<file path="src/rtl/hcbd_pkg.sv">
`default_nettype none

package hcbd_pkg;

  localparam logic [7:0] CH_CR = 8'h0D;
  localparam logic [7:0] CH_LF = 8'h0A;
  localparam logic [7:0] CH_SP = 8'h20;
  localparam logic [7:0] CH_HT = 8'h09;
  localparam logic [7:0] CH_VT = 8'h0B;
  localparam logic [7:0] CH_FF = 8'h0C;

  localparam logic [1:0] KIND_FRAMING  = 2'd0;
  localparam logic [1:0] KIND_DATA     = 2'd1;
  localparam logic [1:0] KIND_AFTER_END = 2'd2;

  typedef enum logic [3:0] {
    PH_SIZE  = 4'b0001,
    PH_DATA  = 4'b0010,
    PH_AFTER = 4'b0100,
    PH_END   = 4'b1000
  } phase_t;

  typedef enum logic [2:0] {
    SC_BLANK  = 3'b001,
    SC_DIGITS = 3'b010,
    SC_DONE   = 3'b100
  } scan_t;

  typedef struct packed {
    scan_t scan;
    logic  sat;
  } line_ctl_t;

  typedef struct packed {
    logic [1:0] kind;
    logic       chunk_last;
    logic       message_end;
  } result_t;

  // {valid, nibble}
  function automatic logic [4:0] hex_value(input logic [7:0] c);
    logic [4:0] r;
    r = 5'd0;
    case (c) inside
      [8'h30:8'h39]: r = {1'b1, 4'(c - 8'h30)};
      [8'h61:8'h66]: r = {1'b1, 4'(c - 8'h57)};
      [8'h41:8'h46]: r = {1'b1, 4'(c - 8'h37)};
      default:       r = 5'd0;
    endcase
    return r;
  endfunction

  function automatic logic is_blank(input logic [7:0] c);
    return (c == CH_SP) || (c == CH_HT) || (c == CH_VT) || (c == CH_FF);
  endfunction

endpackage

`default_nettype wire

</file>
<file path="src/rtl/hcbd_if.sv">
`default_nettype none

interface hcbd_in_if;
  logic       valid;
  logic       ready;
  logic [7:0] in_byte;
  logic       new_message;
  logic       last_in_read;

  modport source (output valid, in_byte, new_message, last_in_read, input ready);
  modport sink (input valid, in_byte, new_message, last_in_read, output ready);
endinterface

interface hcbd_out_if;
  logic       valid;
  logic       ready;
  logic [1:0] kind;
  logic [7:0] out_data;
  logic       chunk_last;
  logic       message_end;
  logic       read_end;

  modport source (output valid, kind, out_data, chunk_last, message_end, read_end,
                  input ready);
  modport sink (input valid, kind, out_data, chunk_last, message_end, read_end,
                output ready);
endinterface

`default_nettype wire

</file>
<file path="src/rtl/hcbd_line.sv">
`default_nettype none

module hcbd_line #(
  parameter int SIZE_BITS = 32,
  parameter int LINE_KEEP = 31
) (
  input  wire logic [7:0]                  c,
  input  wire logic [SIZE_BITS-1:0]        accum,
  input  wire logic [$clog2(LINE_KEEP+1)-1:0] kept,
  input  wire hcbd_pkg::line_ctl_t         ctl,
  output logic [SIZE_BITS-1:0]             accum_next,
  output logic [$clog2(LINE_KEEP+1)-1:0]   kept_next,
  output hcbd_pkg::line_ctl_t              ctl_next,
  output logic                             line_end,
  output logic                             size_zero
);

  localparam int KW = $clog2(LINE_KEEP + 1);

  logic [4:0] hex;

  assign hex       = hcbd_pkg::hex_value(c);
  assign line_end  = (c == hcbd_pkg::CH_LF);
  assign size_zero = (accum == '0);

  always_comb begin
    accum_next = accum;
    kept_next  = kept;
    ctl_next   = ctl;
    if (line_end) begin
      accum_next    = '0;
      kept_next     = '0;
      ctl_next.scan = hcbd_pkg::SC_BLANK;
      ctl_next.sat  = 1'b0;
    end else if (c != hcbd_pkg::CH_CR && kept < KW'(LINE_KEEP)) begin
      kept_next = kept + 1'b1;
      if (ctl.scan == hcbd_pkg::SC_DONE) begin
        ctl_next = ctl;
      end else if (ctl.scan == hcbd_pkg::SC_BLANK && hcbd_pkg::is_blank(c)) begin
        ctl_next = ctl;
      end else if (!hex[4]) begin
        ctl_next.scan = hcbd_pkg::SC_DONE;
      end else begin
        ctl_next.scan = hcbd_pkg::SC_DIGITS;
        if (!ctl.sat) begin
          if (|accum[SIZE_BITS-1 -: 4]) begin
            accum_next   = '1;
            ctl_next.sat = 1'b1;
          end else begin
            accum_next = {accum[SIZE_BITS-5:0], hex[3:0]};
          end
        end
      end
    end
  end

endmodule

`default_nettype wire

</file>
<file path="src/rtl/hcbd_decoder.sv">
`default_nettype none

module hcbd_decoder #(
  parameter int SIZE_BITS = 32,
  parameter int LINE_KEEP = 31
) (
  input  wire logic              clk,
  input  wire logic              rst,
  input  wire logic              step,
  input  wire logic [7:0]        c,
  input  wire logic              new_message,
  output hcbd_pkg::result_t      res
);

  localparam int KW = $clog2(LINE_KEEP + 1);

  hcbd_pkg::phase_t    phase, phase_e, phase_w, phase_next;
  logic [SIZE_BITS-1:0] bytes_left, bl_e, bytes_left_next;
  logic [SIZE_BITS-1:0] size_accum, accum_e, size_accum_next, line_accum;
  logic [KW-1:0]        kept_count, kept_e, kept_count_next, line_kept;
  hcbd_pkg::line_ctl_t  line_ctl, ctl_e, line_ctl_next, line_ctl_out;
  logic                 line_end, size_zero, run_line;

  // new_message clears everything ahead of this byte
  always_comb begin
    if (new_message) begin
      phase_e    = hcbd_pkg::PH_SIZE;
      bl_e       = '0;
      accum_e    = '0;
      kept_e     = '0;
      ctl_e.scan = hcbd_pkg::SC_BLANK;
      ctl_e.sat  = 1'b0;
    end else begin
      phase_e = phase;
      bl_e    = bytes_left;
      accum_e = size_accum;
      kept_e  = kept_count;
      ctl_e   = line_ctl;
    end
  end

  assign phase_w = (phase_e == hcbd_pkg::PH_DATA && bl_e == '0) ? hcbd_pkg::PH_AFTER
                                                                  : phase_e;

  assign run_line = (phase_w == hcbd_pkg::PH_SIZE) ||
                    (phase_w == hcbd_pkg::PH_AFTER && c != hcbd_pkg::CH_CR &&
                     c != hcbd_pkg::CH_LF);

  hcbd_line #(
    .SIZE_BITS (SIZE_BITS),
    .LINE_KEEP (LINE_KEEP)
  ) u_line (
    .c          (c),
    .accum      (accum_e),
    .kept       (kept_e),
    .ctl        (ctl_e),
    .accum_next (line_accum),
    .kept_next  (line_kept),
    .ctl_next   (line_ctl_out),
    .line_end   (line_end),
    .size_zero  (size_zero)
  );

  always_comb begin
    phase_next      = phase_w;
    bytes_left_next = bl_e;
    size_accum_next = accum_e;
    kept_count_next = kept_e;
    line_ctl_next   = ctl_e;
    res.kind        = hcbd_pkg::KIND_FRAMING;
    res.chunk_last  = 1'b0;
    res.message_end = 1'b0;
    unique case (phase_w)
      hcbd_pkg::PH_END: begin
        res.kind = hcbd_pkg::KIND_AFTER_END;
      end
      hcbd_pkg::PH_DATA: begin
        res.kind        = hcbd_pkg::KIND_DATA;
        bytes_left_next = bl_e - 1'b1;
        if (bl_e == SIZE_BITS'(1)) begin
          res.chunk_last = 1'b1;
          phase_next     = hcbd_pkg::PH_AFTER;
        end
      end
      hcbd_pkg::PH_AFTER: begin
        if (c != hcbd_pkg::CH_CR) begin
          phase_next = hcbd_pkg::PH_SIZE;
        end
      end
      default: begin
        phase_next = phase_w;
      end
    endcase
    if (run_line) begin
      size_accum_next = line_accum;
      kept_count_next = line_kept;
      line_ctl_next   = line_ctl_out;
      if (line_end) begin
        if (size_zero) begin
          phase_next      = hcbd_pkg::PH_END;
          res.message_end = 1'b1;
        end else begin
          bytes_left_next = accum_e;
          phase_next      = hcbd_pkg::PH_DATA;
        end
      end
    end
  end

  always_ff @(posedge clk) begin
    if (rst) begin
      phase         <= hcbd_pkg::PH_SIZE;
      bytes_left    <= '0;
      size_accum    <= '0;
      kept_count    <= '0;
      line_ctl.scan <= hcbd_pkg::SC_BLANK;
      line_ctl.sat  <= 1'b0;
    end else if (step) begin
      phase      <= phase_next;
      bytes_left <= bytes_left_next;
      size_accum <= size_accum_next;
      kept_count <= kept_count_next;
      line_ctl   <= line_ctl_next;
    end
  end

endmodule

`default_nettype wire

</file>
<file path="src/rtl/http_chunked_body_decoder_top.sv">
// HTTP chunked body decoder.
// in_stream carries one body byte per transfer with new_message (clear all
// decoder state before this byte) and last_in_read (end of a network read).
// out_stream carries one result per input byte, in order: kind (framing,
// body data, or not consumed after the terminating zero-size line), the byte
// itself, chunk_last on the final data byte of a chunk, message_end on the LF
// of the zero-size line, and read_end echoing last_in_read.
// Each accepted byte is held in the input register, and its result is stored
// in the output register when the decoder steps. Throughput: one byte per
// cycle while out_stream is ready; the decoder state updates in a single pass
// between the input register and the output register.
// When out_stream stalls, the result holds; in_stream keeps taking bytes until
// the input register is also occupied, then ready drops.
// rst (synchronous, active high) empties both registers and returns the
// decoder to the start of a size line.
`default_nettype none

module http_chunked_body_decoder_top #(
  parameter int SIZE_BITS = 32,
  parameter int LINE_KEEP = 31
) (
  input  wire logic   clk,
  input  wire logic   rst,
  hcbd_in_if.sink     in_stream,
  hcbd_out_if.source  out_stream
);

  logic              in_vld;
  logic [7:0]        in_byte_q;
  logic              new_msg_q;
  logic              read_end_q;
  logic              out_vld;
  logic              fire;
  hcbd_pkg::result_t res;

  assign fire            = in_vld && (!out_vld || out_stream.ready);
  assign in_stream.ready = !in_vld || fire;
  assign out_stream.valid = out_vld;

  always_ff @(posedge clk) begin
    if (rst) begin
      in_vld <= 1'b0;
    end else if (in_stream.valid && in_stream.ready) begin
      in_vld <= 1'b1;
    end else if (fire) begin
      in_vld <= 1'b0;
    end
  end

  always_ff @(posedge clk) begin
    if (in_stream.valid && in_stream.ready) begin
      in_byte_q  <= in_stream.in_byte;
      new_msg_q  <= in_stream.new_message;
      read_end_q <= in_stream.last_in_read;
    end
  end

  hcbd_decoder #(
    .SIZE_BITS (SIZE_BITS),
    .LINE_KEEP (LINE_KEEP)
  ) u_decoder (
    .clk         (clk),
    .rst         (rst),
    .step        (fire),
    .c           (in_byte_q),
    .new_message (new_msg_q),
    .res         (res)
  );

  always_ff @(posedge clk) begin
    if (rst) begin
      out_vld <= 1'b0;
    end else if (fire) begin
      out_vld <= 1'b1;
    end else if (out_stream.ready) begin
      out_vld <= 1'b0;
    end
  end

  always_ff @(posedge clk) begin
    if (fire) begin
      out_stream.kind        <= res.kind;
      out_stream.out_data    <= in_byte_q;
      out_stream.chunk_last  <= res.chunk_last;
      out_stream.message_end <= res.message_end;
      out_stream.read_end    <= read_end_q;
    end
  end

`ifndef SYNTH
  a_mend_framing: assert property (@(posedge clk) disable iff (rst)
    out_vld && out_stream.message_end |-> out_stream.kind == hcbd_pkg::KIND_FRAMING)
    else $error("message_end on non-framing byte");

  a_last_data: assert property (@(posedge clk) disable iff (rst)
    out_vld && out_stream.chunk_last |-> out_stream.kind == hcbd_pkg::KIND_DATA)
    else $error("chunk_last on non-data byte");

  a_fire_loads: assert property (@(posedge clk) disable iff (rst)
    fire |=> out_vld)
    else $error("processed byte lost its result");

  a_no_drop: assert property (@(posedge clk) disable iff (rst)
    in_vld && !fire |=> in_vld)
    else $error("pending input byte dropped");
`endif

endmodule

`default_nettype wire

</file>
<file path="src/flat_wrapper.sv">
// flat-port wrapper written by rule: the top's interface ports become plain ports
module http_chunked_body_decoder_top_flat 
#(
  parameter int SIZE_BITS = 32,
  parameter int LINE_KEEP = 31
)
  (clk, rst, in_stream_valid, in_stream_in_byte, in_stream_new_message, in_stream_last_in_read, in_stream_ready, out_stream_valid, out_stream_kind, out_stream_out_data, out_stream_chunk_last, out_stream_message_end, out_stream_read_end, out_stream_ready);
  hcbd_in_if in_stream_i ();
  hcbd_out_if out_stream_i ();
  input  wire logic clk;
  input  wire logic rst;
  input wire logic [$bits(in_stream_i.valid)-1:0] in_stream_valid;
  input wire logic [$bits(in_stream_i.in_byte)-1:0] in_stream_in_byte;
  input wire logic [$bits(in_stream_i.new_message)-1:0] in_stream_new_message;
  input wire logic [$bits(in_stream_i.last_in_read)-1:0] in_stream_last_in_read;
  output wire logic [$bits(in_stream_i.ready)-1:0] in_stream_ready;
  output wire logic [$bits(out_stream_i.valid)-1:0] out_stream_valid;
  output wire logic [$bits(out_stream_i.kind)-1:0] out_stream_kind;
  output wire logic [$bits(out_stream_i.out_data)-1:0] out_stream_out_data;
  output wire logic [$bits(out_stream_i.chunk_last)-1:0] out_stream_chunk_last;
  output wire logic [$bits(out_stream_i.message_end)-1:0] out_stream_message_end;
  output wire logic [$bits(out_stream_i.read_end)-1:0] out_stream_read_end;
  input wire logic [$bits(out_stream_i.ready)-1:0] out_stream_ready;
  assign in_stream_i.valid = in_stream_valid;
  assign in_stream_i.in_byte = in_stream_in_byte;
  assign in_stream_i.new_message = in_stream_new_message;
  assign in_stream_i.last_in_read = in_stream_last_in_read;
  assign in_stream_ready = in_stream_i.ready;
  assign out_stream_valid = out_stream_i.valid;
  assign out_stream_kind = out_stream_i.kind;
  assign out_stream_out_data = out_stream_i.out_data;
  assign out_stream_chunk_last = out_stream_i.chunk_last;
  assign out_stream_message_end = out_stream_i.message_end;
  assign out_stream_read_end = out_stream_i.read_end;
  assign out_stream_i.ready = out_stream_ready;
  http_chunked_body_decoder_top #(.SIZE_BITS(SIZE_BITS), .LINE_KEEP(LINE_KEEP)) u_core (.clk(clk), .rst(rst), .in_stream(in_stream_i), .out_stream(out_stream_i));
endmodule
</file>
<file path="config.mk">
export PLATFORM = sky130hd
export DESIGN_NAME = http_chunked_body_decoder_top_flat
export DESIGN_NICKNAME = d
export VERILOG_FILES = /design/src/rtl/hcbd_pkg.sv /design/src/rtl/hcbd_if.sv /design/src/rtl/hcbd_line.sv /design/src/rtl/hcbd_decoder.sv /design/src/rtl/http_chunked_body_decoder_top.sv /design/src/flat_wrapper.sv
export SDC_FILE = /design/constraint.sdc
export NUM_CORES = 1
export LEC_CHECK = 0
export BUFFER_PORTS_ARGS = -buffer_cell sky130_fd_sc_hd__buf_2
export CORE_ASPECT_RATIO = 1.5
export CORE_MARGIN = 5
export CORE_UTILIZATION = 25
export CTS_CLUSTER_DIAMETER = 150
export CTS_CLUSTER_SIZE = 10
export DETAILED_ROUTE_END_ITERATION = 8
export SYNTH_ARGS = -nofsm -noshare
export SYNTH_HDL_FRONTEND = slang
export SYNTH_HIERARCHICAL = 1
export SYNTH_SLANG_ARGS = --single-unit
</file>
<file path="constraint.sdc">
create_clock -name clk -period 4.93 [get_ports clk]
set_clock_uncertainty 0.2 [all_clocks]
set_input_delay 0.986 -clock clk [delete_from_list [all_inputs] [get_ports clk]]
set_output_delay 0.986 -clock clk [all_outputs]
set_load 0.005 [all_outputs]
</file>
==> summary.md, run 1 <==
| Metric | Value |
|---|---|
| CP max stage delay | 0.55 ns |
| Max-slew violations | 0 |
| Nets@finish | 799 |
| Fmax | 258.1 MHz |
| Status | completed |
| Initial DRC count | 484 |
| Power Dens Cells | 242.8 nW/um^2 |
| Register bit total from synthesis | 102 |
| Cells after synthesis | 777 |
| Setup slack, reg-to-reg | 1.06 ns |
| Post-Synthesis Net Count | 800 |
| Via density | 5.572 |
| Postcts setup bufs | 0 |
| Placeable Area | 26,490 sq um |
| Slew @ Worst Pin | 1.082 ns |
| WL per Instance | 18.25 microns |
| DIE HEIGHT | 210.5 microns |
| Critical Path Fanout Max | 39 |
| Post-synthesis cell type count | 91 |
| Worst vdd ir | 0.1386 mV |
| Routed Antenna Nets | 0 |
| First-pass GRT wire length | 32.34 mm |
| Worst Path Buf+Inv | 2 |
| Total GRT Usage | 13.36% |
| # H-tree levels | 3 |
| Largest net degree at the start of global routing | 41 |
| Critical path type | reg2reg |
| Total CTS buffers | 9 |
| Clk Latency, worst-skew pair | 0.35 ns |
| Ys flop type | dfxtp_1 |
| GP Congestion | 0.9307 |
| Pwr Total | 1.797 mW |
| Initial Utilization | 25.29% |
| Share of post-route cells with drive strength above 1 | 16.01% |
| Leak | 2.721 nW |
| Via Count | 6,230 |
| Crit start category | flip-flop |
| Reg clk slew, reported paths | 0.08 ns |
| Share of flip-flops with an asynchronous set or reset | 0% |
| Avg Inst Size Synth | 8.620 sq um |
| EDFF count, synth | 23 |
| RSZ-0062 raised after global routing | false |
| CP max stage cell | nor4_1 |
| Final hold vios | 0 |
| Slew headroom | 27.87% |
| Post-CTS sizing | 0 |
| Vias in the first global route | 5,905 |
| Area Growth Syn to Fin | 10.50% |
| Clock sinks | 102 |
| Cell family with most CP delay | simple AND/OR/NAND/NOR gates |
| Yosys Warn Count | 6 |
| Std cell rows | 73 |
| Top Ports | 29 |
| Total grt overflow | 0 |
| HP Class | reg2reg |
| Sequential share of the synthesized area | 33.92% |
| Number of antenna diodes | 0 |
| # fillers | 2,865 |
| Hold_buf cts | 0 |
| CP arrival | 3.93 ns |
| Hold_sp | u_core/read_end_q |
| Max Root-Sink Buffers | 2 |
| DRT Pass-1 Iters | 7 |
| Final Setup Violations | 0 |
| CTS root buf | clkbuf_16 |
| Hpwl dp | 14.62 mm |
| Total negative setup slack | 0 ns |
| Synthesized area | 6698 sq um |
| IO Port Bufs | 28 |
| Worst endpoint required time | 4.98 ns |
| Die ar. | 30,230 sq um |
| Setup crit end kind | flip-flop |
| CTS tree | yes |
| Initial antenna violation count | 0 |
| R2R Path Start | u_core/new_msg_q |
| Max cap viols | 0 |
| Post-layout min period | 3.874 ns |
| Cell repeated most along the worst path | nor4_1 |
| Final period util | 78.58% |
| Chip Width | 143.6 microns |
| CP cell instances | buf_4, nor2b_1, nor4_1, nand4_1, nor4_1, inv_1, nand2_1, nor2_1, o21a_1, a22o_1, a32o_1 |
| Worst setup path start | u_core/new_msg_q |
| Routed wire length | 20.40 mm |
| Residual DRC | 0 |
[registers in the layout, indices dropped and copies added (netlist names), 2 cells and up]
register,count
u_core/u_decoder/bytes_left,32
u_core/u_decoder/size_accum,32
u_core/in_byte_q,8
u_core/out_stream.out_data,8
u_core/u_decoder/kept_count,5
u_core/u_decoder/line_ctl,4
u_core/u_decoder/phase,4
u_core/out_stream.kind,2
[path summary, 6_finish.rpt]
check,end,cells after the start
setup reg to reg,u_core/u_decoder/bytes_left[18],11
hold / removal,u_core/out_stream.read_end,0
hold reg to reg,u_core/out_stream.read_end,0
setup / recovery,u_core/u_decoder/bytes_left[18],11
[layout make-up]
type,count,area [sq um],share of cell area (%)
Multi-Input combinational cell,597,4070,55.00
Sequential cell,102,2272,30.70
Tap cell,337,421.7,5.697
Timing Repair Buffer,43,265.3,3.584
Clock buffer,9,225.2,3.043
Inverter,23,86.33,1.167
Clock inverter,7,60.06,0.8115
[cells in the mapped netlist (14+ instances only)]
library cell / n / area [sq um]
nor4_2: 14 / 175.2
edfxtp_1: 23 / 690.7
mux2i_1: 42 / 420.4
nor2_1: 85 / 319.1
nand3_1: 16 / 80.08
clkbuf_1: 33 / 123.9
nor2b_1: 52 / 325.3
dfxtp_1: 79 / 1582
o21ai_0: 26 / 130.1
nor4_1: 30 / 187.7
a21oi_1: 51 / 255.2
nand2_1: 32 / 120.1
a31oi_1: 19 / 118.9
nor3_1: 44 / 220.2
inv_1: 21 / 78.83
[metal layers]
layer | track usage, % | routed length [microns] | vias to the layer above
li1 | - | - | 2940
met1 | 15.18 | 7874 | 3022
met2 | 23.83 | 10490 | 204
met3 | 1.680 | 891 | 64
met4 | 7.440 | 1143 | 0
met5 | 0 | 0 | -
[logic make-up after synthesis]
| group | Yosys count | synth area share (%) |
|---|---|---|
| multiplexers | 46 | 6.949 |
| AND/OR/NAND/NOR | 335 | 29.14 |
| AO/OA/AOI/OAI | 203 | 22.27 |
| flip-flops | 102 | 33.92 |
| buffers and inverters | 78 | 5.511 |
| adder cells (fa/ha/maj) | 9 | 1.681 |
| XOR/XNOR | 4 | 0.5230 |
[worst reg2reg max path: stages, from the launching register on]
cell	delay (ns)
edfxtp_1	0.47
buf_4	0.42
nor2b_1	0.18
nor4_1	0.37
nand4_1	0.15
nor4_1	0.55
inv_1	0.16
nand2_1	0.13
nor2_1	0.06
o21a_1	0.48
a22o_1	0.41
a32o_1	0.20
[power by group]
group	internal, mW	switching, mW
Clock	0.354	0.355
Sequential	0.873	0.0189
Combinational	0.0699	0.126
[cells in the final DEF, fill, tap and decap left out, types with 21 or more instances in the layout]
cell type,instances
nor2_1,85
dfxtp_1,79
a21oi_1,51
nor2b_1,51
nor3_1,44
mux2i_1,42
nand2_1,32
nor4_1,30
buf_2,28
o21ai_0,26
edfxtp_1,23
inv_1,21
[through the flow]
| step | instances | setup slack [ns] | util [%] | area (sq um) | hold slack (ns) |
|---|---|---|---|---|---|
| final | 1118 | 1.056 | 27.94 | 7401 | 0.2348 |
| after global routing | 1118 | 0.9198 | 27.94 | 7401 | 0.2567 |
| after CTS | 1118 | 1.115 | 27.94 | 7401 | 0.2372 |
| after detailed placement | 1102 | 1.137 | 26.86 | 7116 | 0.2198 |
| after global placement | 1102 | 1.208 | 26.86 | 7116 | 0.2005 |
| after floorplan | 777 | 1.018 | - | 6698 | 0.2003 |
Power figures use the tool's default switching activity.
==> inputs of run 2 (changes only) <==
==> constraint.sdc (replaced) <==
create_clock -name clk -period 3.2 [get_ports clk]
set_clock_uncertainty 0.2 [all_clocks]
set_input_delay 0.64 -clock clk [delete_from_list [all_inputs] [get_ports clk]]
set_output_delay 0.64 -clock clk [all_outputs]
set_load 0.005 [all_outputs]
==> summary.md, run 2 (synthesis gave the netlist of run 1 again) <==
| Metric | Value |
|---|---|
| Status | completed (unchanged) |
| CTS root buf | clkbuf_16 (unchanged) |
| Final period util | 94.34% (was 78.58%) |
| Max Root-Sink Buffers | 2 (unchanged) |
| Std cell rows | 73 (unchanged) |
| Nets@finish | 848 (was 799) |
| Routed Antenna Nets | 0 (unchanged) |
| Area Growth Syn to Fin | 17.54% (was 10.50%) |
| Vias in the first global route | 6,352 (was 5,905) |
| Final Setup Violations | 0 (unchanged) |
| Power Dens Cells | 363.0 nW/um^2 (was 242.8 nW/um^2) |
| Placeable Area | 26,490 sq um (unchanged) |
| Worst vdd ir | 0.2453 mV (was 0.1386 mV) |
| Residual DRC | 0 (unchanged) |
| R2R Path Start | u_core/in_byte_q[1] (was u_core/new_msg_q) |
| Worst Path Buf+Inv | 2 (unchanged) |
| Max-slew violations | 0 (unchanged) |
| Clock sinks | 102 (unchanged) |
| Slew headroom | 34.99% (was 27.87%) |
| Number of antenna diodes | 0 (unchanged) |
| Final hold vios | 0 (unchanged) |
| CP cell instances | inv_1, ha_1, nor2_1, a211oi_4, o2111ai_4, buf_4, nor4_2, nor3_1, mux2i_1, nor2_1 (was buf_4, nor2b_1, nor4_1, nand4_1, nor4_1, inv_1, nand2_1, nor2_1, o21a_1, a22o_1, a32o_1) |
| DRT Pass-1 Iters | 5 (was 7) |
| Total negative setup slack | 0 ns (unchanged) |
| Max cap viols | 0 (unchanged) |
| Cell family with most CP delay | compound AO/OA/AOI/OAI gates (was simple AND/OR/NAND/NOR gates) |
| Largest net degree at the start of global routing | 54 (was 41) |
| Hold_sp | u_core/read_end_q (unchanged) |
| Final worst-path setup slack | 0.1812 ns (was 1.056 ns) |
| IO Port Bufs | 28 (unchanged) |
| GP Congestion | 0.9284 (was 0.9307) |
| CTS tree | yes (unchanged) |
| Worst endpoint required time | 3.23 ns (was 4.98 ns) |
| Via density | 5.518 (was 5.572) |
| Post-layout min period | 3.019 ns (was 3.874 ns) |
| DIE HEIGHT | 210.5 microns (unchanged) |
| Slew @ Worst Pin | 0.9715 ns (was 1.082 ns) |
| Chip Width | 143.6 microns (unchanged) |
| Initial antenna violation count | 0 (unchanged) |
| First-pass GRT wire length | 33.71 mm (was 32.34 mm) |
| Critical Path Fanout Max | 11 (was 39) |
| Initial Utilization | 25.29% (unchanged) |
| Pre-CTS setup slack | 0.1101 ns (was 1.137 ns) |
| CP max stage delay | 0.52 ns (was 0.55 ns) |
| Initial DRC count | 405 (was 484) |
| # H-tree levels | 3 (unchanged) |
| HP Class | reg2reg (unchanged) |
| Top Ports | 29 (unchanged) |
| Leak | 2.980 nW (was 2.721 nW) |
| Clk Latency, worst-skew pair | 0.36 ns (was 0.35 ns) |
| Via Count | 6,439 (was 6,230) |
| Setup crit end kind | flip-flop (unchanged) |
| Pwr Total | 2.858 mW (was 1.797 mW) |
| Total grt overflow | 0 (unchanged) |
| Reg clk slew, reported paths | 0.07 ns (was 0.08 ns) |
| Most common cell after layout, fill and taps aside | nor2_1 (unchanged) |
| CP arrival | 3.04 ns (was 3.93 ns) |
| Cell repeated most along the worst path | nor2_1 (was nor4_1) |
| Hpwl dp | 15.79 mm (was 14.62 mm) |
| Die ar. | 30,230 sq um (unchanged) |
| Total CTS buffers | 9 (unchanged) |
| RSZ-0062 raised after global routing | false (unchanged) |
| Total GRT Usage | 14.18% (was 13.36%) |
| Crit start category | flip-flop (unchanged) |
| Share of post-route cells with drive strength above 1 | 21.57% (was 16.01%) |
| Top flop regs | u_core/u_decoder/bytes_left x32, u_core/u_decoder/size_accum x32 (unchanged) |
| WL per Instance | 18.65 microns (was 18.25 microns) |
| Commonest non-fill, non-tap cells in the layout | nor2_1 (85), dfxtp_1 (79), buf_4 (59) (was nor2_1 (85), dfxtp_1 (79), a21oi_1 (51), nor2b_1 (51), nor3_1 (44)) |
| Routed wire length | 21.77 mm (was 20.40 mm) |
| Critical path type | reg2reg (unchanged) |
| Worst setup path start | u_core/in_byte_q[1] (was u_core/new_msg_q) |
| Fmax | 331.3 MHz (was 258.1 MHz) |
| CP max stage cell | edfxtp_1 (was nor4_1) |
[run 2: cell types whose count changed in the layout (fill, tap and decap cells not counted), moves of 2 or more]
cell	previous run	this run
buf_12	1	5
buf_4	14	59
clkinvlp_4	0	2
inv_6	4	2
nor4_1	30	27
nor4_2	14	16
[run 2: through the flow]
| step | hold slack, ns | instance area, sq um | util (%) | cells |
|---|---|---|---|---|
| CTS | 0.2366 | 7815 | 29.50 | 1162 |
| global route | 0.2417 | 7873 | 29.72 | 1167 |
| finish | 0.2295 | 7873 | 29.72 | 1167 |
| floorplan | 0.2003 | 6794 | - | 777 |
| global placement | 0.2045 | 7517 | 28.38 | 1146 |
| detailed placement | 0.2239 | 7517 | 28.38 | 1146 |
[run 2: worst paths after layout]
path | end | slack [ns] | cells after the start
worst max register to register | u_core/u_decoder/size_accum[24] | 0.18 | 10
worst min register to register | u_core/out_stream.read_end | 0.23 | 0
worst min-delay path | u_core/out_stream.read_end | 0.23 | 0
worst max-delay path | u_core/u_decoder/size_accum[24] | 0.18 | 10
[run 2: area by class of cell]
class                      count  area, sq um
inverter                      23        86.33
sequential                   102         2272
multi-input combinational    597         4111
clock inverter                 7        72.57
clock buffer                   9        225.2
timing repair buffer          92        683.2
tap                          337        421.7
fill                        2844        18620
[run 2: report_power, final]
part	switching [mW]	internal (mW)	leakage, nW
sequential	0.0254	1.34	0.858
clock	0.533	0.609	0.135
combinational	0.208	0.138	1.99
[run 2: layer usage]
layer / up-vias / routed length (microns) / global-route usage (%)
li1: 3043 / - / -
met1: 3112 / 8137 / 14.69
met2: 214 / 11350 / 25.84
met3: 70 / 829 / 1.770
met4: 0 / 1446 / 10.07
met5: - / 0 / 0
[run 2: timing repair]
item | 4_1_cts | 5_1_grt
buffers inserted | 0 | 5
setup endpoints to repair | 0 | 8
gates resized for setup | 0 | 4
hold buffers | 0 | 0
==> inputs of run 3 (changes only) <==
--- a/config.mk
+++ b/config.mk
@@ -7,11 +7,11 @@
 export LEC_CHECK = 0
 export BUFFER_PORTS_ARGS = -buffer_cell sky130_fd_sc_hd__buf_2
 export CORE_ASPECT_RATIO = 1.5
-export CORE_MARGIN = 5
-export CORE_UTILIZATION = 25
+export CORE_UTILIZATION = 50
 export CTS_CLUSTER_DIAMETER = 150
 export CTS_CLUSTER_SIZE = 10
 export DETAILED_ROUTE_END_ITERATION = 8
+export PLACE_DENSITY = 0.69
 export SYNTH_ARGS = -nofsm -noshare
 export SYNTH_HDL_FRONTEND = slang
 export SYNTH_HIERARCHICAL = 1
==> summary.md, run 3 (synthesis gave the netlist of run 1 again) <==
| Metric | Value |
|---|---|
| Status | completed (unchanged) |
| Critical path type | reg2reg (unchanged) |
| Crit start category | flip-flop (unchanged) |
| Commonest non-fill, non-tap cells in the layout | nor2_1 (85), dfxtp_1 (79), buf_4 (54) (was nor2_1 (85), dfxtp_1 (79), buf_4 (59)) |
| Top flop regs | u_core/u_decoder/bytes_left x32, u_core/u_decoder/size_accum x32 (unchanged) |
| Residual DRC | 0 (unchanged) |
| Std cell rows | 51 (was 73) |
| Chip Width | 96.50 microns (was 143.6 microns) |
| Worst hold margin | 0.2257 ns (was 0.2295 ns) |
| Critical Path Fanout Max | 8 (was 11) |
| Worst endpoint required time | 3.28 ns (was 3.23 ns) |
| Slew headroom | 58.38% (was 34.99%) |
| Leak | 2.982 nW (was 2.980 nW) |
| Placeable Area | 13,020 sq um (was 26,490 sq um) |
| First-pass GRT wire length | 33.13 mm (was 33.71 mm) |
| HP Class | reg2reg (unchanged) |
| WL per Instance | 21.59 microns (was 18.65 microns) |
| Max-slew violations | 0 (unchanged) |
| Total negative setup slack | 0 ns (unchanged) |
| Total GRT Usage | 31.56% (was 14.18%) |
| Max Root-Sink Buffers | 2 (unchanged) |
| Total CTS buffers | 9 (unchanged) |
| Initial DRC count | 406 (was 405) |
| CTS root buf | clkbuf_16 (unchanged) |
| # H-tree levels | 3 (unchanged) |
| Clk Latency, worst-skew pair | 0.36 ns (about the same) |
| Via Count | 6,521 (was 6,439) |
| CTS tree | yes (unchanged) |
| Post-Place Cells | 964 (was 1,146) |
| Final Setup Violations | 0 (unchanged) |
| Max cap viols | 0 (unchanged) |
| Routed Antenna Nets | 0 (unchanged) |
| Design Area, Final | 7599 sq um (was 7873 sq um) |
| Die ar. | 13,870 sq um (was 30,230 sq um) |
| Hold_buf cts | 0 (unchanged) |
| Top Ports | 29 (unchanged) |
| Post-layout min period | 3.120 ns (was 3.019 ns) |
| Reg clk slew, reported paths | 0.08 ns (was 0.07 ns) |
| Worst vdd ir | 0.2044 mV (was 0.2453 mV) |
| Most common cell after layout, fill and taps aside | nor2_1 (unchanged) |
| Pwr Total | 2.834 mW (was 2.858 mW) |
| Fmax | 320.5 MHz (was 331.3 MHz) |
| DRT Pass-1 Iters | 5 (unchanged) |
| Vias in the first global route | 6,222 (was 6,352) |
| Largest net degree at the start of global routing | 53 (was 54) |
| Final hold vios | 0 (unchanged) |
| Initial antenna violation count | 0 (unchanged) |
| Area Growth Syn to Fin | 13.45% (was 17.54%) |
| Final period util | 97.50% (was 94.34%) |
| Hpwl dp | 15.03 mm (was 15.79 mm) |
| Clock sinks | 102 (unchanged) |
| RSZ-0062 raised after global routing | false (unchanged) |
| Post-CTS sizing | 0 (unchanged) |
| Number of antenna diodes | 0 (unchanged) |
| Placed cell areas | 7252 sq um (was 7517 sq um) |
| IO Port Bufs | 28 (unchanged) |
| Postcts setup bufs | 0 (unchanged) |
| Setup crit end kind | flip-flop (unchanged) |
| Power Dens Cells | 373.0 nW/um^2 (was 363.0 nW/um^2) |
| DIE HEIGHT | 143.8 microns (was 210.5 microns) |
| Nets@finish | 843 (was 848) |
| GP Congestion | 1.032 (was 0.9284) |
| Via density | 6.627 (was 5.518) |
| Routed wire length | 21.24 mm (was 21.77 mm) |
| Initial Utilization | 51.45% (was 25.29%) |
| Total grt overflow | 0 (unchanged) |
| Share of post-route cells with drive strength above 1 | 20.73% (was 21.57%) |
| Slew @ Worst Pin | 0.6214 ns (was 0.9715 ns) |
| Layout Cells excl Fill | 984 (was 1,167) |
| CP arrival | 3.20 ns (was 3.04 ns) |
[run 3: cell type report]
cell class                 instances  area, sq um
clock inverter                     7        73.82
sequential                       102         2272
inverter                          23        86.33
clock buffer                       9        225.2
multi-input combinational        597         4091
timing repair buffer              87        650.6
fill                            1194         5419
tap                              159        198.9
[run 3: worst paths after layout]
path                           from                               to  slack, ns  depth (start not counted)
setup / recovery   u_core/new_msg_q  u_core/u_decoder/bytes_left[21]       0.08                          9
hold / removal    u_core/read_end_q       u_core/out_stream.read_end       0.23                          0
setup reg to reg   u_core/new_msg_q  u_core/u_decoder/bytes_left[21]       0.08                          9
hold reg to reg   u_core/read_end_q       u_core/out_stream.read_end       0.23                          0
[run 3: metal layers]
metal	GRT usage, %	up-vias	share of wire [%]
li1	-	3022	-
met1	37.19	3114	38
met2	53.45	310	50
met3	5.132	75	6.6
met4	17.41	0	5.3
met5	0	-	0
[run 3: worst max-delay path: stages (launching register included)]
cell,delay [ns]
edfxtp_1,0.39
buf_4,0.20
buf_4,0.19
nor3_2,0.36
buf_4,0.22
and4_1,0.32
o311ai_2,0.19
a2111oi_2,0.46
mux2_2,0.38
o22ai_1,0.13
[run 3: power breakdown]
part / internal, mW / switching [mW] / leakage (nW)
logic: 0.133 / 0.209 / 1.98
clock network: 0.555 / 0.567 / 0.147
registers: 1.34 / 0.0253 / 0.858
total: 2.03 / 0.801 / 2.98
[run 3: through the flow]
| stage | setup slack, ns | utilization, % |
|---|---|---|
| global route | 0.01244 | 58.37 |
| floorplan | 0.006434 | - |
| global placement | 0.1225 | 55.71 |
| detailed placement | 0.09249 | 55.71 |
| finish | 0.08007 | 58.37 |
| CTS | 0.06937 | 58.01 |
